$ cat src/sv/cdq_pkg.sv
package cdq_pkg;

  localparam int unsigned DEPTH_DEF = 1024;
  localparam int unsigned DATA_W    = 32;
  localparam int unsigned CMD_W     = 2;

  typedef enum logic [CMD_W-1:0] {
    CMD_PUSH_FRONT = 2'd0,
    CMD_POP_FRONT  = 2'd1,
    CMD_PUSH_BACK  = 2'd2,
    CMD_POP_BACK   = 2'd3
  } cdq_cmd_t;

  // Per-operation status, carried from the pointer logic to the result stage
  typedef struct packed {
    logic rd;       // entry read from the ring, value due next cycle
    logic empty;    // pop found nothing
    logic dropped;  // push on a full ring discarded an element
  } cdq_res_t;

endpackage

$ cat src/sv/cdq_ctrl.sv
module cdq_ctrl #(
  parameter int unsigned DEPTH = cdq_pkg::DEPTH_DEF,
  parameter int unsigned AW    = $clog2(DEPTH),
  parameter int unsigned CW    = $clog2(DEPTH + 1)
) (
  input  logic                       clk,
  input  logic                       rst_n,
  input  logic                       step,
  input  cdq_pkg::cdq_cmd_t          cmd,
  input  logic [cdq_pkg::DATA_W-1:0] push_value,
  output logic                       ram_we,
  output logic [AW-1:0]              ram_waddr,
  output logic [cdq_pkg::DATA_W-1:0] ram_wdata,
  output logic                       ram_re,
  output logic [AW-1:0]              ram_raddr,
  output cdq_pkg::cdq_res_t          res,
  output logic [CW-1:0]              count_nxt
);
  import cdq_pkg::*;

  localparam logic [AW-1:0] IDX_LAST = AW'(DEPTH - 1);
  localparam logic [CW-1:0] CNT_FULL = CW'(DEPTH);

  logic [AW-1:0] front_r, front_nxt;
  logic [AW-1:0] back_r, back_nxt;
  logic [CW-1:0] count_r;
  logic [AW-1:0] front_inc, front_dec, back_inc, back_dec;
  logic          full, empty;

  assign front_inc = (front_r == IDX_LAST) ? '0 : front_r + 1'b1;
  assign front_dec = (front_r == '0) ? IDX_LAST : front_r - 1'b1;
  assign back_inc  = (back_r == IDX_LAST) ? '0 : back_r + 1'b1;
  assign back_dec  = (back_r == '0) ? IDX_LAST : back_r - 1'b1;
  assign full      = (count_r == CNT_FULL);
  assign empty     = (count_r == '0);
  assign ram_wdata = push_value;

  always_comb begin
    front_nxt   = front_r;
    back_nxt    = back_r;
    count_nxt   = count_r;
    ram_we      = 1'b0;
    ram_waddr   = back_r;
    ram_re      = 1'b0;
    ram_raddr   = front_r;
    res         = '0;
    unique case (cmd)
      CMD_PUSH_FRONT: begin
        front_nxt = front_dec;
        ram_we    = step;
        ram_waddr = front_dec;
        if (full) begin
          back_nxt    = back_dec;
          res.dropped = 1'b1;
        end else begin
          count_nxt = count_r + 1'b1;
        end
      end
      CMD_POP_FRONT: begin
        if (empty) begin
          res.empty = 1'b1;
        end else begin
          ram_re    = step;
          ram_raddr = front_r;
          res.rd    = 1'b1;
          front_nxt = front_inc;
          count_nxt = count_r - 1'b1;
        end
      end
      CMD_PUSH_BACK: begin
        ram_we    = step;
        ram_waddr = back_r;
        back_nxt  = back_inc;
        if (full) begin
          front_nxt   = front_inc;
          res.dropped = 1'b1;
        end else begin
          count_nxt = count_r + 1'b1;
        end
      end
      CMD_POP_BACK: begin
        if (empty) begin
          res.empty = 1'b1;
        end else begin
          back_nxt  = back_dec;
          ram_re    = step;
          ram_raddr = back_dec;
          res.rd    = 1'b1;
          count_nxt = count_r - 1'b1;
        end
      end
      default: ;
    endcase
  end

  always_ff @(posedge clk) begin
    if (!rst_n) begin
      front_r <= '0;
      back_r  <= '0;
      count_r <= '0;
    end else if (step) begin
      front_r <= front_nxt;
      back_r  <= back_nxt;
      count_r <= count_nxt;
    end
  end

  // Count within capacity
  a_count_range: assert property (@(posedge clk) disable iff (!rst_n)
    count_r <= CNT_FULL)
    else $error("element count above capacity");

  // Empty ring has both ends at the same slot
  a_empty_ptrs: assert property (@(posedge clk) disable iff (!rst_n)
    (count_r == '0) |-> (front_r == back_r))
    else $error("empty ring with split pointers");

  // Full ring has both ends at the same slot as well
  a_full_ptrs: assert property (@(posedge clk) disable iff (!rst_n)
    (count_r == CNT_FULL) |-> (front_r == back_r))
    else $error("full ring with split pointers");

endmodule

$ cat config.mk
export PLATFORM = sky130hd
export DESIGN_NAME = cdq_ctrl
export DESIGN_NICKNAME = d
export VERILOG_FILES = /design/src/sv/cdq_pkg.sv /design/src/sv/cdq_ctrl.sv
export SDC_FILE = /design/constraint.sdc
export NUM_CORES = 1
export LEC_CHECK = 0
export ABC_CLOCK_PERIOD_IN_PS = 3600
export BUFFER_PORTS_ARGS = -buffer_cell sky130_fd_sc_hd__buf_2
export CAP_MARGIN = 20
export CORE_MARGIN = 5
export CORE_UTILIZATION = 45
export DETAILED_ROUTE_END_ITERATION = 7
export PLACE_DENSITY = 0.72
export SLEW_MARGIN = 20
export SYNTH_ARGS = -nofsm -noshare
export SYNTH_HDL_FRONTEND = slang
export SYNTH_SLANG_ARGS = --single-unit
$ cat constraint.sdc
create_clock -name clk -period 3.6 [get_ports clk]
set_clock_uncertainty 0.1 [all_clocks]
set_input_delay 0.72 -clock clk [delete_from_list [all_inputs] [get_ports clk]]
set_output_delay 0.72 -clock clk [all_outputs]
set_load 0.01 [all_outputs]
==> impl_metrics.yaml, run 1 <==
run_status:
  status: "finished, final reports clean"
placed_design:
  gp_congestion: 0.8718
  numPortBuffers: 40
  dp_hpwl_um: 6532
  place_ws_ns: 0.2925
synth:
  synth_area_mm2: 0.003545
  ys_async_sr_fraction_pct: 0
  mappedNetlistNets: 525
  synth-main-ff-cell: "dfxtp_1"
  synth_cells: 476
  yosys_warnings: 0
  synth.avg_cell_area_um2: 7.447
  ys_types: 85
  synth-edff-count: 0
  ys_seq_area_share_pct: 17.51
  synth_seq_cells: 31
clock_network:
  clkSinkCount: 31
  htree_num_levels: 2
  clock_path_buffers: 2
  clk_pin_slew_ns: 0.07
  postCtsHoldBufs: 0
  cts_setup_buffers: 0
  cts_buffers: 5
  insertion_delay_ns: 0.29
  cts_tree: "yes"
  cts_root_buf: "clkbuf_8"
  cts_resized: 0
sta:
  fin_tns_setup_ns: 0
  maxSlewViolCount: 0
  worst_pin_slew_ns: 0.7228
  maxSlewHeadroom_pct: 51.66
  finalHoldViolations: 0
  rsz0062_at_grt: "false"
  whs_ns: 0.4596
  fin_ws_ns: 0.1403
  finalSetupViolations: 0
  post-route-period-util_pct: 96.10
  fin_crit_ns: 3.460
  max_freq_mhz: 289.0
power:
  leakage_nw: 1.325
  vdd_ir_drop_max_v: 0.0003018
  power_density_mw_per_mm2: 485.0
  power_w: 0.001692
global_route:
  grtUsageTotal_pct: 17.90
  grt_pass1_vias: 3098
  antenna_found_initial: 0
  grt_pass1_wl_um: 14820
  overflow: 0
  grt_max_degree: 25
route:
  route.detailed.drc: 0
  ant_nets: 0
  vias_per_cell: 6.175
  drtIter0Drc: 195
  wl_um: 8999
  dr_total_vias: 3427
  wl_per_cell_um: 16.21
  drtPass1Iterations: 4
worst_setup_path:
  r2r-start: "count_r[0]"
  worst-path-max-fanout: 9
  ff2ff_path_depth: 7
  r2r_end: "front_r[0]"
  critPathKind: "register to primary output"
  worstPathRequired_ns: 2.78
  r2r_slack_ns: 0.87
  arrival_ns: 2.64
  cp-end-kind: "primary output"
  cp-start-kind: "register"
min_path:
  worst_hold_path_type: "register to register"
  hold_end: "front_r[9]"
  min_from: "front_r[9]"
  hold_depth: 2
finish:
  fillers: 811
  diodes: 0
  area_delta_synth_final_pct: -1.588
  fin_nets: 501
  drive_gt1_share_pct: 19.21
floorplan:
  placementRows: 32
  pin_count: 105
  start_util_pct: 46.11
  design.die.area_mm2: 0.009752
  die_x_um: 98.75
  core_mm2: 0.007687
  die_h_um: 98.75
flow_run:
  maxCapViolCount: 0
==> final cells by class <==
cell class | instances | area (um2) | share of cell area [%]
clock buffer | 8 | 100.1 | 2.869
inverter | 17 | 66.31 | 1.901
multi-input combinational | 352 | 2336 | 66.97
sequential | 31 | 620.6 | 17.79
tap | 102 | 127.6 | 3.659
timing repair buffer | 45 | 237.7 | 6.815
==> state kept, by name, summed over array words and instances, names as in the netlist <==
signal   cells
count_r     11
back_r      10
front_r     10
==> power breakdown <==
part / leakage [nW] / switching (W) / internal [W] / total, W
registers: 0.254 / 0.000108 / 0.000383 / 0.000491
logic: 1.02 / 0.000507 / 0.000380 / 0.000888
clock network: 0.0515 / 0.000138 / 0.000175 / 0.000313
total: 1.33 / 0.000754 / 0.000938 / 0.00169
==> worst max-delay path, stage by stage, from the launching register on <==
cell and delay (ns):
dfxtp_1 0.36, inv_1 0.12, ha_1 0.28, or4b_4 0.52, o31ai_4 0.34, inv_4 0.11, a31oi_1 0.30, xnor2_1 0.16
buf_2 0.15
==> synth_stat cells (all sizes together) (2+ instances only) <==
master / count / area [um2]
o22ai: 8 / 50.05
nor3: 18 / 95.09
buf: 47 / 354.1
or4b: 5 / 57.56
a21boi: 2 / 15.01
a41oi: 2 / 36.29
ha: 12 / 150.1
a22oi: 4 / 40.03
nor4: 7 / 43.79
a32o: 3 / 30.03
a41o: 2 / 20.02
xnor2: 15 / 131.4
mux2: 3 / 33.78
a31oi: 14 / 87.58
nor4b: 3 / 41.29
a21o: 2 / 15.01
o21a: 2 / 15.01
nand2: 39 / 146.4
or3: 10 / 68.82
a221oi: 2 / 17.52
and2: 4 / 25.02
o31ai: 5 / 51.30
a21oi: 29 / 145.1
a311oi: 4 / 35.03
or4: 8 / 60.06
a2111oi: 2 / 23.77
nor2: 53 / 198.9
nand3: 12 / 60.06
nand4: 8 / 65.06
clkbuf: 28 / 156.4
a31o: 3 / 26.28
a211oi: 7 / 82.58
o21ai: 25 / 128.9
or2: 6 / 37.54
xor2: 5 / 43.79
nand4b: 2 / 17.52
nor3b: 2 / 15.01
o32ai: 2 / 17.52
dfxtp: 31 / 620.6
mux2i: 3 / 30.03
inv: 16 / 62.56
==> metrics by stage <==
| stage | instances | util, % | cell area (um2) |
|---|---|---|---|
| after floorplan | 476 | - | 3545 |
| after global placement | 547 | 43.98 | 3381 |
| after detailed placement | 547 | 43.98 | 3381 |
| after CTS | 555 | 45.28 | 3481 |
| after global routing | 555 | 45.38 | 3488 |
| final | 555 | 45.38 | 3488 |
==> per-layer routing <==
layer  vias to the layer above  GRT usage, %  wire, um
met5                         -             0         0
met4                         0         6.618       174
met3                        24         4.529       734
met2                       132         27.89      4091
met1                      1618         23.82      3999
li1                       1653             -         -
==> cell usage in the layout (no fill, tap or decap), types with 3 or more instances in the layout <==
cell type | synthesis | layout
nor3_1 | 17 | 17
nand3_1 | 12 | 12
o22ai_1 | 8 | 8
mux2_2 | 3 | 3
xnor2_1 | 15 | 15
nand4_1 | 7 | 7
clkbuf_8 | 5 | 7
a32o_1 | 3 | 3
a311oi_1 | 4 | 4
xor2_1 | 5 | 5
buf_2 | 4 | 40
a211oi_1 | 4 | 4
o21ai_0 | 22 | 22
inv_1 | 14 | 14
ha_1 | 12 | 12
and2_1 | 4 | 3
o31ai_1 | 4 | 4
or3_1 | 8 | 8
a21oi_1 | 29 | 29
nor2_1 | 53 | 53
mux2i_1 | 3 | 3
nand2_1 | 39 | 39
a31oi_1 | 14 | 14
dfxtp_1 | 31 | 31
nor4_1 | 7 | 7
or4_1 | 8 | 8
a31o_2 | 3 | 3
or2_2 | 5 | 5
buf_4 | 34 | 5
==> how the worst max path moves through the flow <==
stage	start	to	slack, ns	depth (start not counted)
2_1_floorplan	count_r[0]	ram_raddr[0]	0.67	8
3_3_place_gp	cmd[1]	count_nxt[10]	0.39	9
3_5_place_dp	cmd[1]	count_nxt[10]	0.29	9
4_1_cts	count_r[0]	ram_raddr[1]	0.08	7
5_1_grt	count_r[0]	ram_raddr[0]	0.01	7
6_report	count_r[0]	count_nxt[4]	0.14	8
==> cells by family after synthesis <==
kind of cell	Yosys count	share of synthesized area [%]
AO/OA/AOI/OAI	133	27.53
adder cells (fa/ha/maj)	12	4.236
XOR/XNOR	20	4.942
multiplexers	6	1.800
AND/OR/NAND/NOR	181	27.18
buffers and inverters	93	16.80
flip-flops	31	17.51
(Power assumes the default switching activity.)
==> run 2: changes to the inputs <==
ABC_CLOCK_PERIOD_IN_PS = 3900   (was 3600)
clock period = 3.9 ns   (was 3.6 ns; I/O delays follow)
==> run 2 against run 1 <==
Compared with the run above: core utilization shrank 0.29 points; wire length increased by 0.70%; critical path depth down 1; power shrank 7.5%; critical endpoint is now ram_raddr[0]; clock power is 6.7% lower; worst hold slack lost 0.0088 ns; critical path type unchanged; sequential power shrank 7.5%.
==> impl_metrics.yaml, run 2 (same netlist as run 1, synthesis figures left out) <==
run_status:
  status: "finished, final reports clean"
finish:
  area_delta_synth_final_pct: -2.224
  largest_register: "count_r"
  final_util_pct: 45.08
  drive_gt1_share_pct: 18.40
  diodes: 0
  design_area_mm2: 0.003466
  final_cell_mix: "nor2_1 (53), buf_2 (40), nand2_1 (39)"
  final_common_cell: "nor2_1"
  fin_nets: 499
  top_regs: "count_r: 11 flops, back_r: 10 flops, front_r: 10 flops"
  largest_reg_flops: 11
floorplan:
  design.die.area_mm2: 0.009752
  die_h_um: 98.75
  die_x_um: 98.75
  placementRows: 32
  start_util_pct: 46.11
  pin_count: 105
  core_mm2: 0.007687
placed_design:
  place_ws_ns: 0.4729
  numPortBuffers: 40
  dpl_cell_area_mm2: 0.003366
  dp_hpwl_um: 6553
  gp_congestion: 0.8892
clock_network:
  cts_tree: "yes"
  cts_setup_buffers: 0
  cts_root_buf: "clkbuf_8"
  insertion_delay_ns: 0.30
  clock_path_buffers: 2
  cts_resized: 0
  cts_buffers: 5
  clk_pin_slew_ns: 0.07
  postCtsHoldBufs: 0
  clkSinkCount: 31
  htree_num_levels: 2
flow_run:
  maxCapViolCount: 0
sta:
  maxSlewHeadroom_pct: 49.94
  max_freq_mhz: 276.9
  maxSlewViolCount: 0
  finalHoldViolations: 0
  fin_tns_setup_ns: 0
  fin_crit_ns: 3.612
  rsz0062_at_grt: "false"
  post-route-period-util_pct: 92.61
  finalSetupViolations: 0
  fin_ws_ns: 0.2882
  worst_pin_slew_ns: 0.7405
global_route:
  grt_pass1_vias: 3083
  overflow: 0
  antenna_found_initial: 0
  grt_pass1_wl_um: 14810
  grtUsageTotal_pct: 18.05
  grt_max_degree: 26
route:
  wl_um: 9062
  route.detailed.drc: 0
  vias_per_cell: 6.313
  drtIter0Drc: 224
  drtPass1Iterations: 5
  dr_total_vias: 3491
  wl_per_cell_um: 16.39
  ant_nets: 0
worst_setup_path:
  critPathKind: "register to primary output"
  arrival_ns: 2.73
  cp-end-kind: "primary output"
  worst-path-max-fanout: 19
  cp-start-kind: "register"
  worstPathRequired_ns: 3.02
power:
  vdd_ir_drop_max_v: 0.0002612
  power_density_mw_per_mm2: 451.3
  leakage_nw: 1.312
min_path:
  worst_hold_path_type: "register to register"
## run 2: cell count changes in the layout (fill, tap and decap cells not counted)
cell,change
and2_2,-1
and2_1,+1
nor4b_1,+1
buf_4,-2
nor4b_2,-1
## run 2: layout make-up
| cell class | count | area, um2 |
|---|---|---|
| inverters | 17 | 66.31 |
| fillers | 805 | 4222 |
| well taps | 102 | 127.6 |
| flip-flops and latches | 31 | 620.6 |
| repair buffers | 43 | 222.7 |
| clock buffers | 8 | 100.1 |
| multi-input cells | 352 | 2328 |
## run 2: path summary, 6_finish.rpt
check                       to  startpoint  slack, ns  cells past startpoint
setup / recovery  ram_raddr[0]  count_r[0]       0.29                      7
hold / removal      front_r[9]  front_r[9]       0.45                      2
setup reg to reg     back_r[4]  count_r[0]       1.08                      8
hold reg to reg     front_r[9]  front_r[9]       0.45                      2
## run 2: critical path, stage by stage, from the launching register on
cell	delay, ns
dfxtp_1	0.37
inv_1	0.13
ha_1	0.28
nor4b_4	0.46
nand4b_1	0.26
and2_1	0.45
a31oi_1	0.32
buf_2	0.17
## run 2: power breakdown
group / internal, W / switching [W] / total [W]
combinational: 0.000348 / 0.000470 / 0.000818
clock: 0.000161 / 0.000131 / 0.000292
sequential: 0.000354 / 0.000100 / 0.000454
## run 2: layer usage
layer,wire [um],GRT usage [%],up-vias
met2,4045,28.41,152
met3,800,3.963,26
met1,4014,24.04,1655
met5,0,0,-
met4,200,6.933,0
li1,-,-,1658
## run 2: through the flow
stage          hold WS (ns)  cells  power [W]
2_1_floorplan        0.3929    476   0.001121
3_3_place_gp         0.4375    545   0.001257
3_5_place_dp         0.4336    545   0.001265
4_1_cts              0.4444    553   0.001567
5_1_grt              0.4965    553   0.001679
6_report             0.4509    553   0.001564
